<file path="config.mk">
export PLATFORM = sky130hd
export DESIGN_NAME = framed_link_receive_parser
export DESIGN_NICKNAME = d
export VERILOG_FILES = /design/src/design/flrp_pkg.sv /design/src/design/framed_link_receive_parser.sv /design/src/design/flrp_cfg.sv /design/src/design/flrp_core.sv /design/src/design/flrp_out_stage.sv
export SDC_FILE = /design/constraint.sdc
export NUM_CORES = 1
export LEC_CHECK = 0
export BUFFER_PORTS_ARGS = -buffer_cell sky130_fd_sc_hd__buf_4
export CAP_MARGIN = 5
export CORE_MARGIN = 4
export CORE_UTILIZATION = 54
export DETAILED_ROUTE_END_ITERATION = 6
export HOLD_SLACK_MARGIN = 0.02
export MAX_ROUTING_LAYER = met4
export PLACE_DENSITY = 0.8
export SETUP_SLACK_MARGIN = 0.4
export SYNTH_ARGS = -nofsm -noshare
export SYNTH_HDL_FRONTEND = slang
export SYNTH_SLANG_ARGS = --single-unit
</file>
<file path="constraint.sdc">
create_clock -name clk -period 4.17 [get_ports clk]
set_input_delay 0 -clock clk [delete_from_list [all_inputs] [get_ports clk]]
set_output_delay 0 -clock clk [all_outputs]
set_load 0.05 [all_outputs]
</file>
<file path="src/design/flrp_pkg.sv">
`timescale 1ns / 1ps

package flrp_pkg;

  // frame type bytes
  localparam logic [7:0] TYPE_DATA = 8'h5a;
  localparam logic [7:0] TYPE_RESP = 8'haa;

  // header bytes before the payload of a data frame
  localparam logic [15:0] DATA_HEAD = 16'd7;

  // stream positions
  localparam logic [15:0] POS_START  = 16'd0;
  localparam logic [15:0] POS_SEEN   = 16'd2;
  localparam logic [15:0] POS_COUNT  = 16'd3;
  localparam logic [15:0] POS_FORMAT = 16'd4;
  localparam logic [15:0] POS_LEN_HI = 16'd5;
  localparam logic [15:0] POS_LEN_LO = 16'd6;

  // result event codes
  localparam logic [2:0] EV_PAYLOAD   = 3'd0;
  localparam logic [2:0] EV_DATA_OK   = 3'd1;
  localparam logic [2:0] EV_DATA_BAD  = 3'd2;
  localparam logic [2:0] EV_RESP_OK   = 3'd3;
  localparam logic [2:0] EV_RESP_BAD  = 3'd4;
  localparam logic [2:0] EV_TIMEOUT   = 3'd5;
  localparam logic [2:0] EV_TOO_LONG  = 3'd6;

  // configuration register indexes
  localparam logic [1:0] CFG_START_FIRST  = 2'd0;
  localparam logic [1:0] CFG_START_SECOND = 2'd1;
  localparam logic [1:0] CFG_TIMEOUT      = 2'd2;

  localparam logic [15:0] TIMEOUT_RESET = 16'd100;

  typedef struct packed {
    logic [7:0]  start_first;
    logic [7:0]  start_second;
    logic [15:0] timeout_ticks;
  } cfg_t;

  typedef struct packed {
    logic [2:0]  event_res;
    logic [7:0]  payload_byte;
    logic [7:0]  rolling_count;
    logic [7:0]  encrypt_format;
    logic [15:0] payload_length;
    logic        last_flag;
  } res_t;

endpackage

</file>
<file path="src/design/framed_link_receive_parser.sv">
`timescale 1ns / 1ps

// Receive-side deframer for a byte link. Each input item is one received byte
// (mode 0) or one timer tick (mode 1). Items are taken at one per clock while
// no result is stalled. When an item causes a result, out_valid rises once
// the item has passed the input register and its result has entered the
// result register, which then holds the result until it is taken. The parse
// state (phase, position, running XOR, idle tick count) is updated by a
// single compare-and-XOR step per item, which is what holds the rate at one
// item per cycle while no result is stalled. A stalled result holds the
// parse stage; the input register still takes one further item meanwhile.
// Configuration writes are accepted every cycle (cfg_ready is always high)
// and must only be made while the block is idle. Frames declaring more than
// MAX_PAYLOAD payload bytes are dropped with a too-long verdict.
module framed_link_receive_parser #(
  parameter int unsigned MAX_PAYLOAD = 1024
) (
  input  logic        clk,
  input  logic        rst_n,
  input  logic        in_valid,
  output logic        in_stall,
  input  logic        in_mode,
  input  logic [7:0]  in_data_byte,
  output logic        out_valid,
  input  logic        out_stall,
  output logic [2:0]  out_event_res,
  output logic [7:0]  out_payload_byte,
  output logic [7:0]  out_rolling_count,
  output logic [7:0]  out_encrypt_format,
  output logic [15:0] out_payload_length,
  output logic        out_last_flag,
  input  logic        cfg_valid,
  output logic        cfg_ready,
  input  logic [1:0]  cfg_index,
  input  logic [15:0] cfg_data
);
  import flrp_pkg::*;

  cfg_t        cfg;
  res_t        res;
  res_t        res_q;
  logic        res_valid;
  logic        out_full;
  logic        in_v_r;
  logic        in_mode_r;
  logic [7:0]  in_byte_r;
  logic        advance;
  logic        in_take;

  assign cfg_ready = 1'b1;

  flrp_cfg u_cfg (
    .clk      (clk),
    .rst_n    (rst_n),
    .wr_en    (cfg_valid && cfg_ready),
    .wr_index (cfg_index),
    .wr_data  (cfg_data),
    .cfg      (cfg)
  );

  // parse stage moves only when the result register can take its output
  assign advance  = in_v_r && !(out_full && out_stall);
  assign in_stall = in_v_r && !advance;
  assign in_take  = in_valid && !in_stall;

  always_ff @(posedge clk) begin
    if (!rst_n) begin
      in_v_r <= 1'b0;
    end else if (in_take) begin
      in_v_r <= 1'b1;
    end else if (advance) begin
      in_v_r <= 1'b0;
    end
  end

  always_ff @(posedge clk) begin
    if (in_take) begin
      in_mode_r <= in_mode;
      in_byte_r <= in_data_byte;
    end
  end

  flrp_core #(
    .MAX_PAYLOAD (MAX_PAYLOAD)
  ) u_core (
    .clk       (clk),
    .rst_n     (rst_n),
    .step      (advance),
    .mode      (in_mode_r),
    .data_byte (in_byte_r),
    .cfg       (cfg),
    .res_valid (res_valid),
    .res       (res)
  );

  flrp_out_stage u_out (
    .clk       (clk),
    .rst_n     (rst_n),
    .res_valid (res_valid),
    .res       (res),
    .stall     (out_stall),
    .full      (out_full),
    .res_out   (res_q)
  );

  assign out_valid          = out_full;
  assign out_event_res      = res_q.event_res;
  assign out_payload_byte   = res_q.payload_byte;
  assign out_rolling_count  = res_q.rolling_count;
  assign out_encrypt_format = res_q.encrypt_format;
  assign out_payload_length = res_q.payload_length;
  assign out_last_flag      = res_q.last_flag;

  // input side only holds off while a result is waiting downstream
  a_stall_cause: assert property (@(posedge clk) disable iff (!rst_n)
    in_stall |-> (out_valid && out_stall))
    else $error("input stalled without a waiting result");

  a_last_event: assert property (@(posedge clk) disable iff (!rst_n)
    out_valid |-> (out_last_flag == (out_event_res != EV_PAYLOAD)))
    else $error("last flag disagrees with event");

  a_resp_fields: assert property (@(posedge clk) disable iff (!rst_n)
    (out_valid && (out_event_res == EV_RESP_OK || out_event_res == EV_RESP_BAD))
      |-> (out_encrypt_format == 8'd0 && out_payload_length == 16'd0))
    else $error("response verdict carries data frame fields");

  a_payload_only: assert property (@(posedge clk) disable iff (!rst_n)
    (out_valid && out_event_res != EV_PAYLOAD) |-> (out_payload_byte == 8'd0))
    else $error("payload byte set on a verdict");

endmodule

</file>
<file path="src/design/flrp_cfg.sv">
`timescale 1ns / 1ps

module flrp_cfg (
  input  logic               clk,
  input  logic               rst_n,
  input  logic               wr_en,
  input  logic [1:0]         wr_index,
  input  logic [15:0]        wr_data,
  output flrp_pkg::cfg_t     cfg
);
  import flrp_pkg::*;

  cfg_t cfg_r;

  always_ff @(posedge clk) begin
    if (!rst_n) begin
      cfg_r.start_first   <= 8'd0;
      cfg_r.start_second  <= 8'd0;
      cfg_r.timeout_ticks <= TIMEOUT_RESET;
    end else if (wr_en) begin
      unique case (wr_index)
        CFG_START_FIRST:  cfg_r.start_first   <= wr_data[7:0];
        CFG_START_SECOND: cfg_r.start_second  <= wr_data[7:0];
        CFG_TIMEOUT:      cfg_r.timeout_ticks <= wr_data;
        default: ;        // no register there
      endcase
    end
  end

  assign cfg = cfg_r;

endmodule

</file>
<file path="src/design/flrp_core.sv">
`timescale 1ns / 1ps

module flrp_core #(
  parameter int unsigned MAX_PAYLOAD = 1024
) (
  input  logic               clk,
  input  logic               rst_n,
  input  logic               step,
  input  logic               mode,
  input  logic [7:0]         data_byte,
  input  flrp_pkg::cfg_t     cfg,
  output logic               res_valid,
  output flrp_pkg::res_t     res
);
  import flrp_pkg::*;

  typedef enum logic [3:0] {
    PH_IDLE = 4'b0001,
    PH_HUNT = 4'b0010,
    PH_DATA = 4'b0100,
    PH_RESP = 4'b1000
  } phase_t;

  phase_t      phase_r, phase_nxt;
  logic [7:0]  prev_r, prev_nxt;
  logic [15:0] pos_r, pos_nxt;
  logic [7:0]  xor_r, xor_nxt;
  logic [15:0] idle_r, idle_nxt;
  logic [7:0]  fcnt_r, fcnt_nxt;
  logic [7:0]  fmt_r, fmt_nxt;
  logic [15:0] len_r, len_nxt;

  logic [15:0] tick_inc;
  logic [16:0] limit;
  logic [2:0]  ev;
  logic        emit;
  logic        is_data;

  assign tick_inc = (idle_r == 16'hffff) ? idle_r : idle_r + 16'd1;
  assign limit    = {1'b0, len_r} + {1'b0, DATA_HEAD};

  always_comb begin
    phase_nxt = phase_r;
    prev_nxt  = prev_r;
    pos_nxt   = pos_r;
    xor_nxt   = xor_r;
    idle_nxt  = idle_r;
    fcnt_nxt  = fcnt_r;
    fmt_nxt   = fmt_r;
    len_nxt   = len_r;
    emit      = 1'b0;
    ev        = EV_PAYLOAD;

    if (mode) begin
      if (phase_r != PH_IDLE) begin
        idle_nxt = tick_inc;
        if (tick_inc > cfg.timeout_ticks) begin
          // silent in the hunt, a verdict inside a frame
          emit      = (phase_r == PH_DATA) || (phase_r == PH_RESP);
          ev        = EV_TIMEOUT;
          phase_nxt = PH_IDLE;
          pos_nxt   = POS_START;
          idle_nxt  = 16'd0;
        end
      end
    end else begin
      idle_nxt = 16'd0;
      unique case (phase_r)
        PH_IDLE: begin
          prev_nxt  = data_byte;
          pos_nxt   = POS_START;
          phase_nxt = PH_HUNT;
        end
        PH_HUNT: begin
          if (pos_r != POS_SEEN) begin
            if (prev_r == cfg.start_first && data_byte == cfg.start_second) begin
              pos_nxt = POS_SEEN;
            end
            prev_nxt = data_byte;
          end else if (data_byte == TYPE_DATA || data_byte == TYPE_RESP) begin
            phase_nxt = (data_byte == TYPE_DATA) ? PH_DATA : PH_RESP;
            pos_nxt   = POS_COUNT;
            xor_nxt   = data_byte;
            fcnt_nxt  = 8'd0;
            fmt_nxt   = 8'd0;
            len_nxt   = 16'd0;
          end else begin
            // unknown type: it may itself open the next start pattern
            pos_nxt  = POS_START;
            prev_nxt = data_byte;
          end
        end
        PH_DATA: begin
          pos_nxt = pos_r + 16'd1;
          priority if (pos_r == POS_COUNT) begin
            fcnt_nxt = data_byte;
            xor_nxt  = xor_r ^ data_byte;
          end else if (pos_r == POS_FORMAT) begin
            fmt_nxt = data_byte;
            xor_nxt = xor_r ^ data_byte;
          end else if (pos_r == POS_LEN_HI) begin
            len_nxt = {data_byte, 8'd0};
            xor_nxt = xor_r ^ data_byte;
          end else if (pos_r == POS_LEN_LO) begin
            len_nxt = {len_r[15:8], data_byte};
            xor_nxt = xor_r ^ data_byte;
            if ({len_r[15:8], data_byte} > 16'(MAX_PAYLOAD)) begin
              emit      = 1'b1;
              ev        = EV_TOO_LONG;
              phase_nxt = PH_IDLE;
              pos_nxt   = POS_START;
            end
          end else if ({1'b0, pos_r} < limit) begin
            xor_nxt = xor_r ^ data_byte;
            emit    = 1'b1;
            ev      = EV_PAYLOAD;
          end else begin
            emit      = 1'b1;
            ev        = (xor_r == data_byte) ? EV_DATA_OK : EV_DATA_BAD;
            phase_nxt = PH_IDLE;
            pos_nxt   = POS_START;
          end
        end
        PH_RESP: begin
          if (pos_r == POS_COUNT) begin
            fcnt_nxt = data_byte;
            xor_nxt  = xor_r ^ data_byte;
            pos_nxt  = POS_FORMAT;
          end else begin
            emit      = 1'b1;
            ev        = (xor_r == data_byte) ? EV_RESP_OK : EV_RESP_BAD;
            phase_nxt = PH_IDLE;
            pos_nxt   = POS_START;
          end
        end
        default: begin
          phase_nxt = PH_IDLE;
        end
      endcase
    end
  end

  // header fields as they stand once this item is taken in
  assign is_data            = (phase_r == PH_DATA);
  assign res_valid          = step && emit;
  assign res.event_res      = ev;
  assign res.payload_byte   = (ev == EV_PAYLOAD) ? data_byte : 8'd0;
  assign res.rolling_count  = fcnt_nxt;
  assign res.encrypt_format = is_data ? fmt_nxt : 8'd0;
  assign res.payload_length = is_data ? len_nxt : 16'd0;
  assign res.last_flag      = (ev != EV_PAYLOAD);

  always_ff @(posedge clk) begin
    if (!rst_n) begin
      phase_r <= PH_IDLE;
      prev_r  <= 8'd0;
      pos_r   <= POS_START;
      xor_r   <= 8'd0;
      idle_r  <= 16'd0;
      fcnt_r  <= 8'd0;
      fmt_r   <= 8'd0;
      len_r   <= 16'd0;
    end else if (step) begin
      phase_r <= phase_nxt;
      prev_r  <= prev_nxt;
      pos_r   <= pos_nxt;
      xor_r   <= xor_nxt;
      idle_r  <= idle_nxt;
      fcnt_r  <= fcnt_nxt;
      fmt_r   <= fmt_nxt;
      len_r   <= len_nxt;
    end
  end

endmodule

</file>
<file path="src/design/flrp_out_stage.sv">
`timescale 1ns / 1ps

module flrp_out_stage (
  input  logic               clk,
  input  logic               rst_n,
  input  logic               res_valid,
  input  flrp_pkg::res_t     res,
  input  logic               stall,
  output logic               full,
  output flrp_pkg::res_t     res_out
);
  import flrp_pkg::*;

  logic full_r;
  res_t res_r;

  always_ff @(posedge clk) begin
    if (!rst_n) begin
      full_r <= 1'b0;
    end else if (!full_r || !stall) begin
      full_r <= res_valid;
    end
  end

  always_ff @(posedge clk) begin
    if (!full_r || !stall) begin
      res_r <= res;
    end
  end

  assign full    = full_r;
  assign res_out = res_r;

endmodule
</file>
## Yosys cells after proc, flatten, opt, wreduce, memory -nomap -nowiden

Cells that the tools add are included.
W data, S select, Z words.

| word-level totals | value |
|---|---|
| bits in registers | 171 |
| bits of input ports | 32 |
| logic and storage cells | 181 |

| cells by class | value |
|---|---|
| $add $sub $neg | 3 |
| $lt $le $gt $ge | 3 |
| eq/ne operators | 34 |
| mux-type cells | 88 |
| bitwise logic cells | 2 |
| reduce and logical (&&, ||, !) cells | 30 |

Operators by type and width:

| cell | number |
|---|---|
| $mux W16 | 21 |
| $mux W8 | 20 |
| $pmux W16 S4 | 1 |
| $mux W4 | 13 |
| $eq A16 B3 Y1 const B | 3 |
| $pmux W8 S2 | 3 |
| $mux W3 | 12 |
| $add A16 B1 Y16 const B | 2 |
| $pmux W16 S2 | 1 |
| $eq A8 B8 Y1 | 3 |
| $pmux W8 S3 | 1 |
| $add A16 B3 Y17 const B | 1 |
| $lt A16 B17 Y1 | 1 |
| $eq A16 B16 Y1 const B | 1 |
| $eq A16 B2 Y1 const B | 1 |
| $gt A16 B11 Y1 const B | 1 |
| $gt A16 B16 Y1 | 1 |
| $ne A16 B2 Y1 const B | 1 |
| $pmux W4 S4 | 1 |
| $ne A3 B3 Y1 const B | 5 |
| $ne A4 B4 Y1 const B | 3 |
| $mux W1 | 11 |
| $reduce_and A11 Y1 | 1 |
| $eq A8 B7 Y1 const B | 1 |
| other kinds (30) | 51 |

## Longest topological paths before layout

Gate-level depths: netlist of the first run.

| depth | value |
|---|---|
| word-level depth | 10 |
| gate-level depth with buffers | 18 |
| mapped depth without buffers | 15 |

## By module

A second synthesis of the first run with hierarchy kept.

| unflattened totals | value |
|---|---|
| cells, all modules | 1,015 |
| area, all modules | 9,340.2 um^2 |

By module, submodules not included:

| module | times used | cells each | area each (um^2) |
|---|---|---|---|
| flrp_core | 1 | 824 | 6,402.4 |
| flrp_out_stage | 1 | 48 | 1,356.3 |
| flrp_cfg | 1 | 127 | 1,247.4 |
| framed_link_receive_parser | 1 | 16 | 334.1 |

## Worst setup path before layout of the first run

No wires, ideal clock.

| timing | value |
|---|---|
| kind | flip-flop to flip-flop |
| start point | register u_core.idle_r[3] |
| end point | register u_core.pos_r[6] |
| data arrival time | 3.992 ns |
| setup slack | 0.104 ns |
| stages on the path, launching flop included | 17 |
| cells stage by stage | dfxtp_1 clkbuf_1 nand4_1 nor3_1 and4_1 nand3_1 xor2_1 nand2_1 ha_1 nand4_2 nor4_2 a21bo_1 a32o_1 or3_4 buf_6 or4_1 o211ai_2 |

| on the way | value |
|---|---|
| word-level cells in the longest chain between the ends | 5 |

RTL lines:

| element | line | RTL |
|---|---|---|
| start: declaration | flrp_core.sv:28 | `logic [15:0] idle_r, idle_nxt;` |
| start signal: assignment | flrp_core.sv:168 | `idle_r <= idle_nxt;` |
| $add A16 B1 Y16 or $eq A16 B16 Y1 (tied branches) | flrp_core.sv:39 | `assign tick_inc = (idle_r == 16'hffff) ? idle_r : idle_r + 16'd1;` |
| $mux W16 * | flrp_core.sv:39 |  |
| $gt A16 B16 Y1 * | flrp_core.sv:57 | `if (tick_inc > cfg.timeout_ticks) begin` |
| $ne A2 B1 Y1 (no line) * | - |  |
| $reduce_and A5 Y1 (no line) * | - |  |
| end signal: assignment | flrp_core.sv:166 | `pos_r <= pos_nxt;` |
| end: declaration | flrp_core.sv:26 | `logic [15:0] pos_r, pos_nxt;` |

Mark *: on every way between the ends. The rest lies on a longest branch, timed or not.
A chain may end at the register's enable or synchronous reset.

## Worst setup path after layout of the first run

| timing | value |
|---|---|
| start point | register u_core.idle_r[5] |
| end point | register u_core.pos_r[14] |

Same word-level chain as after synthesis.

==> flow_metrics.env, run 1 <==
export IMPL_p_sw_frac=0.2503
export IMPL_synth_cells=1005
export IMPL_synth_ff_type="dfxtp_1"
export IMPL_synth_xor_area_share=0.05703
export IMPL_cp_cell_sequence="nand4_1 -> nor3_2 -> buf_4 -> and4_4 -> nand3_4 -> xor2_2 -> nand2_2 -> ha_4 -> nand4_4 -> nor4_4 -> a21bo_1 -> a32o_2 -> or3_4 -> buf_4 -> or3_4 -> a21oi_2"
export IMPL_synth_seq_cells=171
export IMPL_r2r_start="u_core.idle_r[5]$_SDFFE_PN0P_"
export IMPL_cts_tree="built"
export IMPL_report_final_setup_viol=0
export IMPL_clock_latency_ns=0.44
export IMPL_period_needed_ns=3.863
export IMPL_dp_hpwl_um=15370
export IMPL_clk_path_buf_depth=2
export IMPL_synth_area_mux_share=0.03107
export IMPL_p_sw_uw=883.0
export IMPL_worstPathBufferInverterCount=2
export IMPL_antenna_cells=0
export IMPL_path_depth=16
export IMPL_drtIter0Drc=617
export IMPL_seqCellArea_um2=3970
export IMPL_finalCritPeriodShare=0.9263
export IMPL_placed_cell_area_um2=9834
export IMPL_crit_family="simple AND/OR/NAND/NOR gates"
export IMPL_drive_gt1_frac=0.2012
export IMPL_clock_power_share=0.429
export IMPL_antenna_found_initial=0
export IMPL_synth_top_family_by_area="simple AND/OR/NAND/NOR gates"
export IMPL_seq_area_frac_synth=0.4363
export IMPL_top_usage_layer="met2"
export IMPL_hold_viol=0
export IMPL_wirelength_um=24320
export IMPL_wl_per_cell_um=18.11
export IMPL_grt_use_total=0.2616
export IMPL_synth_area_um2=9061
export IMPL_cts_buffers=17
export IMPL_yosysMostFrequentCell="nor2_1"
export IMPL_crit_required_ns=4.54
export IMPL_tns_ns=0
export IMPL_use_met1=0.3220
export IMPL_areaGrowthSynthToFinish_pct=23.09
export IMPL_r2r_slack_ns=0.31
export IMPL_nets=1179
export IMPL_postSynthAreaPerCell_um2=9.016
export IMPL_endpoint="u_core.pos_r[14]$_SDFFE_PN0P_"
export IMPL_rsz0062_at_grt="true"
export IMPL_crit_path_top_delay_cell="or3_4"
export IMPL_root_buffer="clkbuf_16"
export IMPL_p_leak_uw=0.004309
export IMPL_fillers=1207
export IMPL_cts_sinks=171
export IMPL_combPwrFrac=0.073
export IMPL_synth_top_area_frac=0.2607
export IMPL_p_per_area_nw_per_um2=316.4
export IMPL_start_kind="flip-flop"
export IMPL_multi_input_area_um2=4986
export IMPL_p_seq_frac=0.498
export IMPL_ir_worst_vdd_mv=0.3062
export IMPL_synth_cell_types=73
export IMPL_synth_warnings=0
export IMPL_grt_util_met3=0.04821
export IMPL_ant_nets=0
export IMPL_critPathMaxStageDelay_ns=0.42
export IMPL_fp_row_count=47
export IMPL_synth_edf_count=53
export IMPL_cp_max_fo=5
export IMPL_coreArea_um2=16520
export IMPL_drc_errors=0
export IMPL_initial_core_util=0.5483
export IMPL_syn_nets=1074
export IMPL_dp_cells=1257
export IMPL_gp_congestion=0.9581
export IMPL_grt_pass1_wl_um=38200
export IMPL_drt_pass1_iterations=5
export IMPL_reg2reg_to="u_core.pos_r[14]$_SDFFE_PN0P_"
export IMPL_grt_overflow=0
export IMPL_worstPathArrival_ns=4.23
export IMPL_r2r_cells=16
export IMPL_crit_start="u_core.idle_r[5]$_SDFFE_PN0P_"
export IMPL_synth_compound_area_frac=0.1533
export IMPL_vias=8100
export IMPL_synth_common_cells="124 x nor2_1, 118 x dfxtp_1, 80 x nand2_1, 63 x a21oi_1, 54 x a22oi_1"
export IMPL_max_slew_worst_pin_slew_ns=1.156
export IMPL_dieArea_um2=18920
export IMPL_synth_simple_area_share=0.2249
export IMPL_hold_class="input pin to flip-flop"
export IMPL_final_setup_skew_ns=0.01095
export IMPL_grt_max_degree=62
export IMPL_critical_path_class="flip-flop to flip-flop"
export IMPL_critPathCaptureType="flip-flop"
export IMPL_synth_area_leaders="dfxtp_1 26%, edfxtp_1 18%, nor2_1 5.1%, ha_1 5.1%, a22oi_1 4.5%"
export IMPL_h_tree_depth=4
export IMPL_grt_pass1_vias=7707
export IMPL_stdcell_count=1343
export IMPL_relSlewSlack=0.2282
export IMPL_synthAdderAreaFrac=0.05109
export IMPL_p_int_uw=2645
export IMPL_postLayoutCellArea_um2=11150
export IMPL_port_buffer_count=77
export IMPL_die_height_um=137.5
export IMPL_max_cap_violations=0
export IMPL_clk_pin_slew_worst_paths_ns=0.07
export IMPL_synth_largest_area_cell="dfxtp_1"
export IMPL_viasPerCell=6.031
export IMPL_fmax_mhz=258.9
export IMPL_maxSlewViolCount=0
export IMPL_io_pins=79
export IMPL_die_w_um=137.5
export IMPL_synth_async_reset_ratio=0
export IMPL_status="finished clean"
export IMPL_grt_util_met2=0.4222
==> registers in the layout (all words and copies together), names as in the netlist <==
name / flops
in_byte_r: 8
in_mode_r: 1
in_v_r: 1
u_cfg.cfg: 32
u_core.fcnt_r: 8
u_core.fmt_r: 8
u_core.idle_r: 16
u_core.len_r: 16
u_core.phase_r: 4
u_core.pos_r: 16
u_core.prev_r: 8
u_core.xor_r: 8
u_out.full: 1
u_out.res_out: 44
==> per-stage QoR <==
step	setup WS (ns)	hold slack (ns)	power, uW	util
final	0.3072	0.07370	3528	0.6749
after global routing	0.1356	0.08196	3634	0.6749
after CTS	0.3775	0.06127	3521	0.6597
after detailed placement	0.1750	0.1795	2006	0.5951
after global placement	0.2437	0.1787	2002	0.5951
after floorplan	0.3895	0.09887	1924	-
==> cell usage in the layout, fill, tap and decap left out, types with 19 or more instances in the layout <==
cell type      netlist  layout
a21oi_1             63      58
a22oi_1             54      53
buf_4                2     125
dfxtp_1            118     109
dlygate4sd3_1        0      30
edfxtp_1            53      53
ha_1                37      35
inv_1               30      29
mux2i_1             27      27
nand2_1             80      78
nand3_1             31      28
nand4_1             19      19
nor2_1             124     123
o21ai_0             27      19
xnor2_1             20      20
xor2_1              39      38
==> tightest hold or removal path, delay by kind of cell <==
| kind | cells | cell delay, ns |
|---|---|---|
| compound gates | 1 | 0.05 |
| simple gates | 2 | 0.12 |
| buf+inv | 2 | 0.28 |
==> layer usage <==
| layer | share of wire | vias to the layer above |
|---|---|---|
| li1 | - | 3839 |
| met4 | 0.031 | 0 |
| met2 | 0.48 | 357 |
| met1 | 0.42 | 3831 |
| met3 | 0.068 | 73 |
| met5 | 0 | - |
==> cell type report <==
cell class                 instances  area share
clock buffer                      19     0.04061
sequential                       171      0.3560
clock inverter                    13    0.009536
multi-input combinational        734      0.4470
timing repair buffer             156      0.1121
tap                              220     0.02468
inverter                          30     0.01010
==> worst min-delay path by stage <==
stage | start | endpoint | slack (ns) | cells past startpoint
2_1_floorplan | in_data_byte[0] | in_byte_r[0]$_DFFE_PP_ | 0.1 | 0
3_3_place_gp | in_data_byte[2] | in_byte_r[2]$_DFFE_PP_ | 0.18 | 1
3_5_place_dp | in_data_byte[5] | in_byte_r[5]$_DFFE_PP_ | 0.18 | 1
4_1_cts | cfg_index[0] | u_cfg.cfg[8]$_SDFFE_PN0P_ | 0.06 | 5
5_1_grt | cfg_index[0] | u_cfg.cfg[10]$_SDFFE_PN0P_ | 0.08 | 5
6_report | cfg_index[0] | u_cfg.cfg[9]$_SDFFE_PN0P_ | 0.07 | 5
==> logic make-up (layout without fill, tap and decap cells) <==
kind of cell             Yosys count  in the layout
AND/OR/NAND/NOR                  397            399
AO/OA/AOI/OAI                    209            210
flip-flops                       171            171
adder cells (fa/ha/maj)           37             37
XOR/XNOR                          59             59
other                              1              1
buffers and inverters            103            218
multiplexers                      28             28
==> power groups by stage <==
stage               clock network (uW)  logic [uW]  registers (uW)
CTS                               1520         245            1760
global placement                     0         207            1790
detailed placement                   0         211            1790
floorplan                            0         126            1800
global route                      1600         276            1760
finish                            1510         257            1760
==> what timing repair did <==
| action | CTS | global route |
|---|---|---|
| endpoints found under the setup margin | 27 | 45 |
| cloned | 3 | 0 |
| hold endpoints to repair | 45 | 0 |
| resized for setup | 22 | 46 |
| buffers inserted | 11 | 10 |
| hold buffers | 30 | 0 |
| pin swaps | 11 | 28 |
Power figures use the tool's default switching activity.
==> run 2, diff against run 1 <==
- clock period: 4.17 -> 3.5 ns (I/O delays scaled with it)
==> run 2 against run 1 <==
Compared with the run above: the run now ends with negative setup slack left; via count increased by 5.1%; final area rose by 5.7%; global-route usage increased by 1.3 points; worst setup slack got worse by 0.73 ns; largest cell class unchanged.
==> flow_metrics.env, run 2 (synthesis results as in run 1) <==
export IMPL_stdcell_count=1396
export IMPL_period_needed_ns=3.921
export IMPL_ant_nets=0
export IMPL_vias=8511
export IMPL_die_w_um=137.5
export IMPL_layout_common_cells="170 x buf_4, 121 x nor2_1, 111 x dfxtp_1"
export IMPL_grt_use_total=0.2746
export IMPL_coreArea_um2=16520
export IMPL_drc_errors=0
export IMPL_dieArea_um2=18920
export IMPL_violations="negative setup slack"
export IMPL_critPathMaxStageDelay_ns=0.41
export IMPL_final_setup_skew_ns=0.01688
export IMPL_p_per_area_nw_per_um2=371.6
export IMPL_hold_viol=0
export IMPL_postLayoutCellArea_um2=11790
export IMPL_max_cap_violations=0
export IMPL_crit_path_top_delay_cell="or3_4"
export IMPL_ir_worst_vdd_mv=0.3650
export IMPL_min_path_cells=5
export IMPL_hold_class="input pin to flip-flop"
export IMPL_crit_start="u_core.idle_r[3]$_SDFFE_PN0P_"
export IMPL_antenna_found_initial=0
export IMPL_grt_pass1_wl_um=40100
export IMPL_areaGrowthSynthToFinish_pct=30.09
export IMPL_report_final_setup_viol=44
export IMPL_nets=1232
export IMPL_io_pins=79
export IMPL_setup_ws_ns=-0.4207
export IMPL_critical_path_class="flip-flop to flip-flop"
export IMPL_grt_max_degree=54
export IMPL_cts_sinks=171
export IMPL_cp_cell_sequence="nand4_1 -> nor3_2 -> buf_4 -> nand4_1 -> nand4_1 -> buf_6 -> nor2_2 -> xor2_1 -> ha_1 -> nand4_1 -> nor4_4 -> a21bo_1 -> a32o_2 -> or3_4 -> buf_6 -> or3_4 -> a21oi_2"
export IMPL_wl_per_cell_um=18.17
export IMPL_drt_pass1_iterations=5
export IMPL_fillers=1103
export IMPL_wirelength_um=25370
export IMPL_grt_pass1_vias=8122
export IMPL_finalCritPeriodShare=1.120
export IMPL_start_kind="flip-flop"
export IMPL_clk_pin_slew_worst_paths_ns=0.07
export IMPL_relSlewSlack=0.3590
export IMPL_final_core_util=0.7133
export IMPL_root_buffer="clkbuf_16"
export IMPL_hold_worst_slack_ns=0.07334
export IMPL_dp_cells=1296
export IMPL_viasPerCell=6.097
export IMPL_clock_latency_ns=0.45
export IMPL_r2r_cells=17
export IMPL_cts_tree="built"
export IMPL_port_buffer_count=77
export IMPL_critPathMostFrequentCell="nand4_1"
export IMPL_worstHoldStart="cfg_index[0]"
export IMPL_max_slew_worst_pin_slew_ns=0.9616
export IMPL_rsz0062_at_grt="true"
export IMPL_critPathCaptureType="flip-flop"
export IMPL_drive_gt1_frac=0.2543
export IMPL_fp_row_count=47
export IMPL_die_height_um=137.5
export IMPL_grt_overflow=0
export IMPL_status="finished, violations left"
export IMPL_cp_max_fo=5
export IMPL_dp_hpwl_um=15940
export IMPL_largest_register_ffs=44
export IMPL_clk_path_buf_depth=2
export IMPL_drtIter0Drc=862
export IMPL_worstPathArrival_ns=4.29
export IMPL_r2r_start="u_core.idle_r[3]$_SDFFE_PN0P_"
export IMPL_gp_congestion=0.9558
export IMPL_maxSlewViolCount=0
export IMPL_fmax_mhz=255.1
export IMPL_p_leak_uw=0.004668
export IMPL_initial_core_util=0.5483
export IMPL_crit_required_ns=3.87
export IMPL_antenna_cells=0
export IMPL_total_power_uw=4381
export IMPL_cts_buffers=17
export IMPL_placed_cell_area_um2=10190
export IMPL_layout_commonest_cell="buf_4"
export IMPL_h_tree_depth=4
run 2: power breakdown:
group	total (uW)	leakage (uW)	switching, uW	internal, uW
Combinational	330	0.00279	192	139
Clock	1960	0.000299	896	1060
Sequential	2090	0.00157	27.6	2060
Total	4380	0.00467	1110	3270
run 2: path summary, 6_finish.rpt:
path	endpoint	slack, ns
setup / recovery	u_core.pos_r[8]$_SDFFE_PN0P_	-0.42
hold / removal	u_cfg.cfg[7]$_SDFFE_PN0P_	0.07
setup reg to reg	u_core.pos_r[8]$_SDFFE_PN0P_	-0.42
hold reg to reg	u_cfg.cfg[12]$_SDFFE_PN0P_	0.46
run 2: repair_timing:
action / 4_1_cts / 5_1_grt
resized for setup: 56 / 30
hold buffers: 28 / 0
pin swaps: 46 / 16
setup buffers: 22 / 13
endpoints found under the hold margin: 44 / 0
gates cloned: 5 / 0
setup endpoints to repair: 57 / 60
run 2: stage by stage:
step	setup TNS, ns	setup WS, ns
after floorplan	-2.336	-0.2803
after global placement	-1.373	-0.1605
after detailed placement	-3.907	-0.3112
after CTS	-3.304	-0.2306
after global routing	-17.78	-0.5945
final	-9.111	-0.4207
run 2: critical path, delay by kind of cell, from the launching register on:
| kind | cells | cell delay, ns |
|---|---|---|
| compound gates | 3 | 0.63 |
| flops | 1 | 0.33 |
| simple gates | 9 | 1.98 |
| buf+inv | 3 | 0.43 |
| fa+ha+maj | 1 | 0.31 |
| xor+xnor | 1 | 0.15 |
run 2: area by class of cell:
| cell class | instances | area (um^2) | area share |
|---|---|---|---|
| repair buffers | 210 | 1725 | 0.1464 |
| clock buffers | 18 | 450.4 | 0.03821 |
| multi-input cells | 733 | 5089 | 0.4317 |
| well taps | 220 | 275.3 | 0.02335 |
| inverters | 30 | 112.6 | 0.009553 |
| flip-flops and latches | 171 | 3965 | 0.3364 |
| clock inverters | 14 | 170.2 | 0.01444 |
run 2: per-layer routing:
layer	GRT usage	wire length [um]
met1	0.3364	10130
met2	0.4482	12610
met3	0.05296	1865
met4	0.1086	765
met5	-	0
